<file path="src/rtl/flvtd_pkg.sv">
// Shared types and constants for the FLV tag deframer.
package flvtd_pkg;

	localparam logic [31:0] SIGNATURE    = 32'h464C_5601;
	localparam logic [7:0]  AV_MASK      = 8'h05;
	localparam logic [31:0] FILE_HDR_LEN = 32'd9;
	localparam logic [31:0] TAG_HDR_LEN  = 32'd11;
	localparam logic [31:0] SIZE_LEN     = 32'd4;
	localparam logic [23:0] PAYLOAD_MASK = 24'hFF_FFFF;

	localparam logic [1:0] WARN_NONE     = 2'd0;
	localparam logic [1:0] WARN_NO_AV    = 2'd1;
	localparam logic [1:0] WARN_OFFSET   = 2'd2;
	localparam logic [1:0] WARN_FIRST_SZ = 2'd3;

	localparam logic [2:0] ST_OK        = 3'd0;
	localparam logic [2:0] ST_BAD_SIG   = 3'd1;
	localparam logic [2:0] ST_LOW_OFFS  = 3'd2;
	localparam logic [2:0] ST_FOOTER    = 3'd3;
	localparam logic [2:0] ST_TRUNCATED = 3'd4;

	typedef struct packed {
		logic [7:0] data_byte;
		logic       stream_end;
	} flv_in_t;

	typedef struct packed {
		logic [7:0]  out_byte;
		logic        in_tag;
		logic        tag_first;
		logic        tag_last;
		logic [7:0]  tag_type;
		logic [23:0] payload_size;
		logic [31:0] tag_timestamp;
		logic [1:0]  warning;
		logic [2:0]  status;
		logic        halted;
	} flv_out_t;

endpackage

</file>
<file path="src/rtl/flv_tag_deframer.sv">
// FLV tag deframer: byte-wide stream parser with tag framing marks.
//
// in_data carries one stream byte per transaction plus a stream_end flag.
// Every accepted byte yields exactly one out_data transaction echoing the
// byte with in_tag/tag_first/tag_last marks, the current tag's type, size
// and timestamp, a two-bit warning code and the sticky status code.
// The result sits in the output register on the cycle after acceptance.
// Throughput is one byte per cycle while the receiver does not stall; all framing
// state is updated by a single pass of logic (one 32-bit add/compare on
// the byte counter) between the state registers and the output register.
// A new byte is taken whenever the output register is empty or is being
// drained in the same cycle, so a stalled receiver holds in_ready low and
// the pending result stays unchanged.
// Reset returns the parser to the file header phase with all counters and
// captured fields at zero. A fatal error (bad signature, offset below
// nine, footer mismatch, truncation) halts framing until reset; bytes are
// still echoed. A stream ending cleanly on the first size word or a tag's
// last footer byte returns the parser to its reset state for a new stream.
module flv_tag_deframer (
	input  logic               clk,
	input  logic               arst_n,
	input  logic               in_valid,
	output logic               in_ready,
	input  flvtd_pkg::flv_in_t  in_data,
	output logic               out_valid,
	input  logic               out_ready,
	output flvtd_pkg::flv_out_t out_data
);

	typedef enum logic [2:0] {
		PH_FILE_HDR,
		PH_SKIP,
		PH_FIRST,
		PH_TAG_HDR,
		PH_PAYLOAD,
		PH_FOOTER,
		PH_HALT
	} phase_t;

	phase_t      phase_q, phase_d;
	logic [31:0] byte_count_q, byte_count_d;
	logic [31:0] data_offset_q, data_offset_d;
	logic [23:0] payload_len_q, payload_len_d;
	logic [31:0] footer_value_q, footer_value_d;
	logic [7:0]  tag_kind_q, tag_kind_d;
	logic [31:0] tag_time_q, tag_time_d;
	logic [2:0]  err_code_q, err_code_d;

	flvtd_pkg::flv_out_t out_q, out_d;
	logic                out_valid_q;
	logic                accept;
	logic                restart;

	assign in_ready  = !out_valid_q || out_ready;
	assign accept    = in_valid && in_ready;
	assign out_valid = out_valid_q;
	assign out_data  = out_q;

	always_comb begin
		logic [7:0]  b;
		logic        intag;
		logic        first;
		logic        last;
		logic [1:0]  warn;
		logic        boundary;
		logic        fatal;
		logic [31:0] cnt_inc;

		b        = in_data.data_byte;
		intag    = 1'b0;
		first    = 1'b0;
		last     = 1'b0;
		warn     = flvtd_pkg::WARN_NONE;
		boundary = 1'b0;
		fatal    = 1'b0;
		cnt_inc  = byte_count_q + 32'd1;

		phase_d        = phase_q;
		byte_count_d   = byte_count_q;
		data_offset_d  = data_offset_q;
		payload_len_d  = payload_len_q;
		footer_value_d = footer_value_q;
		tag_kind_d     = tag_kind_q;
		tag_time_d     = tag_time_q;
		err_code_d     = err_code_q;

		case (phase_q)
			PH_HALT: begin
			end
			PH_FILE_HDR: begin
				if (byte_count_q < 32'd4) begin
					footer_value_d = {footer_value_q[23:0], b};
					if (byte_count_q == 32'd3 && footer_value_d != flvtd_pkg::SIGNATURE) begin
						fatal      = 1'b1;
						err_code_d = flvtd_pkg::ST_BAD_SIG;
					end
				end else if (byte_count_q == 32'd4) begin
					if ((b & flvtd_pkg::AV_MASK) == 8'd0)
						warn = flvtd_pkg::WARN_NO_AV;
				end else begin
					data_offset_d = {data_offset_q[23:0], b};
				end
				if (!fatal) begin
					if (byte_count_q >= flvtd_pkg::FILE_HDR_LEN - 32'd1) begin
						byte_count_d = '0;
						if (data_offset_d < flvtd_pkg::FILE_HDR_LEN) begin
							fatal      = 1'b1;
							err_code_d = flvtd_pkg::ST_LOW_OFFS;
						end else begin
							if (data_offset_d != flvtd_pkg::FILE_HDR_LEN)
								warn = flvtd_pkg::WARN_OFFSET;
							phase_d = (data_offset_d > flvtd_pkg::FILE_HDR_LEN) ?
								PH_SKIP : PH_FIRST;
						end
					end else begin
						byte_count_d = cnt_inc;
					end
				end
			end
			PH_SKIP: begin
				byte_count_d = cnt_inc;
				if (cnt_inc >= data_offset_q - flvtd_pkg::FILE_HDR_LEN) begin
					byte_count_d = '0;
					phase_d      = PH_FIRST;
				end
			end
			PH_FIRST: begin
				footer_value_d = {footer_value_q[23:0], b};
				if (byte_count_q >= flvtd_pkg::SIZE_LEN - 32'd1) begin
					if (footer_value_d != 32'd0)
						warn = flvtd_pkg::WARN_FIRST_SZ;
					byte_count_d = '0;
					phase_d      = PH_TAG_HDR;
					boundary     = 1'b1;
				end else begin
					byte_count_d = cnt_inc;
				end
			end
			PH_TAG_HDR: begin
				intag = 1'b1;
				if (byte_count_q == 32'd0) begin
					first         = 1'b1;
					tag_kind_d    = b;
					payload_len_d = '0;
					tag_time_d    = '0;
				end else if (byte_count_q <= 32'd3) begin
					payload_len_d = {payload_len_q[15:0], b} & flvtd_pkg::PAYLOAD_MASK;
				end else if (byte_count_q <= 32'd6) begin
					tag_time_d = {tag_time_q[31:24], tag_time_q[15:0], b};
				end else if (byte_count_q == 32'd7) begin
					tag_time_d = {b, tag_time_q[23:0]};
				end
				if (byte_count_q >= flvtd_pkg::TAG_HDR_LEN - 32'd1) begin
					byte_count_d = '0;
					phase_d      = (payload_len_d != 24'd0) ? PH_PAYLOAD : PH_FOOTER;
				end else begin
					byte_count_d = cnt_inc;
				end
			end
			PH_PAYLOAD: begin
				intag        = 1'b1;
				byte_count_d = cnt_inc;
				if (cnt_inc >= {8'd0, payload_len_q}) begin
					byte_count_d = '0;
					phase_d      = PH_FOOTER;
				end
			end
			PH_FOOTER: begin
				intag          = 1'b1;
				footer_value_d = {footer_value_q[23:0], b};
				if (byte_count_q >= flvtd_pkg::SIZE_LEN - 32'd1) begin
					last         = 1'b1;
					byte_count_d = '0;
					if (footer_value_d != flvtd_pkg::TAG_HDR_LEN + {8'd0, payload_len_q}) begin
						fatal      = 1'b1;
						err_code_d = flvtd_pkg::ST_FOOTER;
					end else begin
						phase_d  = PH_TAG_HDR;
						boundary = 1'b1;
					end
				end else begin
					byte_count_d = cnt_inc;
				end
			end
			default: begin
				fatal      = 1'b1;
				err_code_d = flvtd_pkg::ST_TRUNCATED;
			end
		endcase

		if (phase_q != PH_HALT && in_data.stream_end && !fatal && !boundary) begin
			fatal      = 1'b1;
			err_code_d = flvtd_pkg::ST_TRUNCATED;
		end
		if (fatal)
			phase_d = PH_HALT;

		// clean end on a section boundary: next byte starts a new stream
		restart = in_data.stream_end && boundary;

		out_d.out_byte      = b;
		out_d.in_tag        = intag;
		out_d.tag_first     = first;
		out_d.tag_last      = last;
		out_d.tag_type      = tag_kind_d;
		out_d.payload_size  = payload_len_d;
		out_d.tag_timestamp = tag_time_d;
		out_d.warning       = warn;
		out_d.status        = err_code_d;
		out_d.halted        = (phase_d == PH_HALT);
	end

	always_ff @(posedge clk or negedge arst_n) begin
		if (!arst_n) begin
			phase_q        <= PH_FILE_HDR;
			byte_count_q   <= '0;
			data_offset_q  <= '0;
			payload_len_q  <= '0;
			footer_value_q <= '0;
			tag_kind_q     <= '0;
			tag_time_q     <= '0;
			err_code_q     <= flvtd_pkg::ST_OK;
		end else if (accept) begin
			if (restart) begin
				phase_q        <= PH_FILE_HDR;
				byte_count_q   <= '0;
				data_offset_q  <= '0;
				payload_len_q  <= '0;
				footer_value_q <= '0;
				tag_kind_q     <= '0;
				tag_time_q     <= '0;
				err_code_q     <= flvtd_pkg::ST_OK;
			end else begin
				phase_q        <= phase_d;
				byte_count_q   <= byte_count_d;
				data_offset_q  <= data_offset_d;
				payload_len_q  <= payload_len_d;
				footer_value_q <= footer_value_d;
				tag_kind_q     <= tag_kind_d;
				tag_time_q     <= tag_time_d;
				err_code_q     <= err_code_d;
			end
		end
	end

	always_ff @(posedge clk or negedge arst_n) begin
		if (!arst_n) begin
			out_valid_q <= 1'b0;
		end else if (accept) begin
			out_valid_q <= 1'b1;
		end else if (out_ready) begin
			out_valid_q <= 1'b0;
		end
	end

	always_ff @(posedge clk) begin
		if (accept)
			out_q <= out_d;
	end

	a_halt_sticky: assert property (@(posedge clk) disable iff (!arst_n)
		phase_q == PH_HALT |=> phase_q == PH_HALT)
		else $error("framing left the halted state without reset");

	a_halt_status: assert property (@(posedge clk) disable iff (!arst_n)
		out_valid_q && out_q.halted |-> out_q.status != flvtd_pkg::ST_OK)
		else $error("halted result carries ok status");

	a_marks_in_tag: assert property (@(posedge clk) disable iff (!arst_n)
		out_valid_q && (out_q.tag_first || out_q.tag_last) |-> out_q.in_tag)
		else $error("tag mark outside a tag");

	a_warn_outside_tag: assert property (@(posedge clk) disable iff (!arst_n)
		out_valid_q && out_q.warning != flvtd_pkg::WARN_NONE |-> !out_q.in_tag)
		else $error("warning raised on a tag byte");

	a_result_held: assert property (@(posedge clk) disable iff (!arst_n)
		out_valid_q && !out_ready |=> out_valid_q && $stable(out_q))
		else $error("stalled result lost or changed");

endmodule

</file>
<file path="config.mk">
export PLATFORM = sky130hd
export DESIGN_NAME = flv_tag_deframer
export DESIGN_NICKNAME = d
export VERILOG_FILES = /design/src/rtl/flvtd_pkg.sv /design/src/rtl/flv_tag_deframer.sv
export SDC_FILE = /design/constraint.sdc
export NUM_CORES = 1
export LEC_CHECK = 0
export ABC_AREA = 1
export BUFFER_PORTS_ARGS = -buffer_cell sky130_fd_sc_hd__buf_2
export CAP_MARGIN = 20
export CORE_MARGIN = 2
export CORE_UTILIZATION = 29
export DETAILED_ROUTE_END_ITERATION = 8
export GPL_ROUTABILITY_DRIVEN = 0
export MAX_ROUTING_LAYER = met4
export PLACE_DENSITY = 0.48
export SLEW_MARGIN = 20
export SYNTH_ARGS = -nofsm -noshare
export SYNTH_HDL_FRONTEND = slang
export SYNTH_SLANG_ARGS = --single-unit
</file>
<file path="constraint.sdc">
create_clock -name clk -period 4.6 [get_ports clk]
set_clock_uncertainty 0.15 [all_clocks]
set_input_delay 0.69 -clock clk [delete_from_list [all_inputs] [get_ports clk]]
set_output_delay 0.69 -clock clk [all_outputs]
set_load 0.02 [all_outputs]
</file>
# Word level (Yosys, flattened, before mapping)
# Index checks and enable logic that the tools add are counted.
op_classes:
  n_addsub: 3
  mul: 0
  div: 0
  n_lt_le_gt_ge: 10
  eq_ne: 16
  shifts: 0
  muxes: 82
  bitwise: 0
  reduce_logical: 25
op_table:
  columns: ["operator", "count"]
  rows:
  - ["$mux W32", 18]
  - ["$mux W24", 7]
  - ["$pmux W32 S5", 1]
  - ["$eq A32 B3 Y1 const B", 2]
  - ["$ge A32 B4 Y1 const B", 2]
  - ["$mux W3", 20]
  - ["$pmux W24 S2", 1]
  - ["$add A32 B1 Y32 const B", 1]
  - ["$eq A32 B2 Y1 const B", 1]
  - ["$ge A32 B2 Y1 const B", 1]
  - ["$ge A32 B24 Y1", 1]
  - ["$ge A32 B32 Y1", 1]
  - ["$gt A32 B4 Y1 const B", 1]
  - ["$le A32 B2 Y1 const B", 1]
  - ["$le A32 B3 Y1 const B", 1]
  - ["$logic_not A32 Y1", 1]
  - ["$lt A32 B3 Y1 const B", 1]
  - ["$lt A32 B4 Y1 const B", 1]
  - ["$ne A32 B25 Y1", 1]
  - ["$ne A32 B31 Y1 const B", 1]
  - ["$ne A32 B4 Y1 const B", 1]
  - ["$reduce_bool A32 Y1", 1]
  - ["$sub A32 B4 Y32 const B", 1]
  - ["$add A4 B24 Y25 const A", 1]
  - ["26 further kinds", 68]
totals:
  reg_bits: 240
  latchBits: 0
  ram_bits: 0
  rom_bits: 0
  output_inout_bits: 83
  mem_count: 0

# Depth between registers and ports, before layout
depth:
  depth_word: 15
  ltp_mapped: 30

# Least setup slack after synthesis
# No wires, ideal clock.
synth_timing:
  path_kind: "register to register"
  start: "reg data_offset_q[1]"
  end: "reg byte_count_q[11]"
  setup_ns: 0.131
  arrival_time_ns: 3.646
  slack_ns: 0.674
  stages_incl_launch_ff: 28
  n_path_buf: 1
  period_less_slack_ns: 3.926
  cell_sequence: "dfrtp_1 inv_1 ha_1 a21oi_1 inv_1 nand2_1 inv_1 nand2_1 inv_1 nand3_1 nand3b_1 nor3_2 nand3_1 nor3_1 nand3_1 xor2_1 ha_1 nand4_1 inv_1 nand2_1 nor4_1 nand2_1 and2_1 nand3_1 o2111ai_1 buf_2 nand3_1 o21ai_0"
synth_between:
  elab_chain_len: 5
synth_lines:
  columns: ["item", "line_no", "source"]
  rows:
  - ["from (decl)", "flv_tag_deframer.sv:42", "logic [31:0] data_offset_q, data_offset_d;"]
  - ["from (signal assigned)", "flv_tag_deframer.sv:236", "data_offset_q <= data_offset_d;"]
  - ["$sub A32 B4 Y32", "flv_tag_deframer.sv:122", "if (cnt_inc >= data_offset_q - flvtd_pkg::FILE_HDR_LEN) begin"]
  - ["$ge A32 B32 Y1", "flv_tag_deframer.sv:122", null]
  - ["$mux W32", "flv_tag_deframer.sv:122", null]
  - ["$pmux W32 S5", "flv_tag_deframer.sv:87", "case (phase_q)"]
  - ["$mux W32", "flv_tag_deframer.sv:224", "if (restart) begin"]
  - ["to (signal assigned)", "flv_tag_deframer.sv:235", "byte_count_q <= byte_count_d;"]
  - ["to (decl)", "flv_tag_deframer.sv:41", "logic [31:0] byte_count_q, byte_count_d;"]
# Every way passes these cells.
# A chain may end at the register's enable or synchronous reset.

# Final worst setup path
layout_timing:
  start: "reg data_offset_q[0]"
  end: "reg byte_count_q[30]"
# The elaborated chain is that of the path after synthesis.

==> flow_metrics.py <==
metrics = {
    "final_layout": {
        "utilization_pct": 34.3,
        "fin_area_um2": 18000,
        "finish.net_count": 2209,
        "layout-drive-gt1-share_pct": 13.9,
        "seq_area_um2": 6410,
        "num-fill-cells": 5589,
        "multi_input_area_um2": 7890,
        "area_delta_synth_final_pct": 16.8,
        "diodes": 0,
    },
    "detailed_routing": {
        "vias_per_cell": 4.98,
        "drtPass1Iterations": 5,
        "avgRoutedWirePerCell_um": 17.4,
        "wirelength_mm": 49.5,
        "via_count": 14200,
        "first_iter_violations": 1173,
        "drc": 0,
        "antenna_left": 0,
    },
    "sta": {
        "hold_viol": 0,
        "rsz0062_at_grt": "yes",
        "maxSlewViolCount": 0,
        "final.setup.worst_slack_ns": 0.0948,
        "finalCritPeriodShare_pct": 97.9,
        "period_minus_slack_ns": 4.51,
        "max_slew_margin_pct": 31.9,
        "setup_violations": 0,
        "fmax_mhz": 222,
        "tightest_slew_ns": 1.02,
        "fin_hold_ws_ns": 0.0335,
    },
    "critical_path": {
        "critical_path_required_ns": 4.90,
        "crit_arrival_ns": 4.80,
        "cp_common_cell": "nand2_2",
        "worst_setup_path_end_kind": "register",
        "path_max_fanout": 8,
        "max_stage_delay_ns": 0.38,
        "reg2reg_slack_ns": 0.09,
        "startpoint_type": "register",
        "path_class": "reg -> reg",
        "crit_slowest_cell": "dfrtp_1",
    },
    "synth": {
        "synth_warnings": 0,
        "synth_compound_area_share_pct": 13.3,
        "avgSynthCellArea_um2": 7.54,
        "netlist_area_um2": 15400,
        "synth_area_leaders": "dfrtp_1 26%, edfxtp_1 16%, nand2_1 12%",
        "yosysSeqAreaShare_pct": 41.5,
        "post-synth-top-count-cell": "nand2_1",
        "ys_async_sr_fraction_pct": 66.3,
        "postSynthCellCount": 2046,
        "synthXorXnorAreaFrac_pct": 3.80,
        "synth_top_family_by_area": "simple AND/OR/NAND/NOR gates",
        "synth.top_cell.area_share_pct": 25.8,
        "synth-simple-area-share_pct": 27.2,
        "synth_mux_area_share_pct": 0,
        "synth_edf_count": 81,
        "synth-seq-cells": 240,
        "synth_fa_ha_area_share_pct": 4.86,
        "synth_nets": 2119,
        "ys_top_cells_by_count": "474 x nand2_1, 251 x inv_1, 229 x o21ai_0",
        "synth_cell_type_count": 47,
        "ys.flop_type": "dfrtp_1",
        "yosysTopAreaCell": "dfrtp_1",
    },
    "status": {
        "status": "complete, no violations",
    },
    "cts": {
        "cts_tree": "yes",
        "cts.sinks": 240,
        "worstSkewPairLatency_ns": 0.58,
        "htreeDepth": 1,
        "cts_buffers": 29,
        "root_buffer": "clkbuf_16",
        "path_clk_slew_ns": 0.06,
        "cts_buffer_depth": 3,
    },
    "power": {
        "power.density_nw_per_um2": 801,
        "p_comb_share_pct": 58.6,
        "seq_power_share_pct": 25.3,
        "vdd_drop_max_uv": 560,
        "finalPower_mw": 14.4,
        "switching_share_pct": 51.3,
        "p_sw_mw": 7.41,
        "p_clk_share_pct": 16.1,
        "leakage_nw": 8.25,
        "internal-power_mw": 7.03,
    },
    "global_routing": {
        "grt_max_degree": 141,
        "overflow": 0,
        "grt_pass1_wl_mm": 76.7,
        "first_global_vias": 13600,
        "antenna_found_initial": 0,
        "grt_usage_pct": 17.7,
    },
    "floorplan": {
        "core_um2": 52600,
        "die_area_um2": 55100,
        "rows": 84,
        "die_x_um": 235,
        "die_h_um": 235,
        "start_util_pct": 29.4,
        "ios": 96,
    },
    "placed_design": {
        "pre_cts_ws_ns": 0.0567,
        "hpwlAfterDp_mm": 34.9,
        "placed_area_um2": 16700,
        "portBuffers": 95,
    },
    "job": {
        "maxCapViolations": 0,
    },
    "hold_path": {
        "worstHoldPathType": "in -> async",
    },
}
-- critical path, delay by kind of cell (launching register included) --
family,cells,cell delay [ns]
adders and majority gates,1,0.32
xor gates and xnor gates,1,0.09
buffers and inverters,4,0.64
AOI/OAI and AO/OA,3,0.49
DFF,1,0.38
and+or+nand+nor,20,2.27
-- cells in the final DEF (no fill, tap or decap), types with 7 or more instances in the layout --
cell type  instances
nand2_1          470
inv_1            247
o21ai_0          203
nand3_1          168
dfrtp_1          159
nor2_1           152
buf_2             94
edfxtp_1          81
xor2_1            59
ha_1              59
o22ai_1           51
nor3_1            48
a21oi_1           43
buf_4             41
clkbuf_16         31
o21ai_1           30
nand4_1           29
nand3_2           25
nand2_2           19
inv_2             15
nor2_2            12
o211ai_1           9
nor4_1             8
xnor2_1            8
a22o_1             8
nor2_4             7
o21ai_2            7
-- state kept, by name (all words and copies together), names as in the netlist --
name / count
err_code_q: 3
footer_value_q: 24
out_valid: 1
tag_time_q: 32
out_data: 81
data_offset_q: 32
byte_count_q: 32
tag_kind_q: 8
phase_q: 3
payload_len_q: 24
-- metal layers --
layer	routed length, um	global-route usage, %	up-vias
met3	2270	2.21	74
met2	23700	29.2	365
li1	-	-	6964
met1	22100	22.7	6782
met4	1490	5.29	0
met5	0	-	-
-- area by class of cell --
cell class                      count  area share, %
Sequential cell                   240           35.6
Inverter                          264           5.51
Timing Repair Buffer              143           5.16
Multi-Input combinational cell   1458           43.8
Clock buffer                       36           4.34
Clock inverter                     17          0.888
Tap cell                          688           4.78
-- path summary, 6_finish.rpt --
check | startpoint | depth (start not counted) | endpoint
min reg2reg | err_code_q[2]$_DFFE_PN0P_ | 2 | err_code_q[2]$_DFFE_PN0P_
max in group asynchronous | arst_n | 2 | data_offset_q[12]$_DFFE_PN0P_
min in group clk | out_ready | 4 | out_valid$_DFFE_PN0P_
max reg2reg | data_offset_q[0]$_DFFE_PN0P_ | 29 | byte_count_q[30]$_DFFE_PN0P_
min | arst_n | 1 | footer_value_q[20]$_DFFE_PN0P_
max | data_offset_q[0]$_DFFE_PN0P_ | 29 | byte_count_q[30]$_DFFE_PN0P_
-- power by group through the flow --
stage | registers, mW | clock network [mW] | logic [mW]
after floorplan | 3.63 | 0 | 5.76
after global placement | 3.66 | 0 | 7.93
after detailed placement | 3.67 | 0 | 8.00
after CTS | 3.64 | 2.39 | 8.05
after global routing | 3.75 | 2.47 | 9.53
final | 3.65 | 2.33 | 8.47
-- kinds of logic (layout without fill, tap and decap cells) --
group,Yosys count,in the layout
AOI/OAI and AO/OA,370,370
xor gates and xnor gates,67,67
adders and majority gates,60,60
buffers and inverters,348,460
DFF,240,240
and+or+nand+nor,961,961
-- stage by stage --
stage               TNS (ns)  instances
floorplan                  0       2046
global placement           0       2777
detailed placement         0       2777
CTS                        0       2830
global route           -6.58       2846
finish                     0       2846
-- timing repair --
item                                    4_1_cts  5_1_grt
gates resized for setup                       0       81
hold buffers                                  0        0
setup buffers                                 0       13
endpoints found under the setup margin        0       34
No activity file was read; power rests on OpenSTA's default activity.
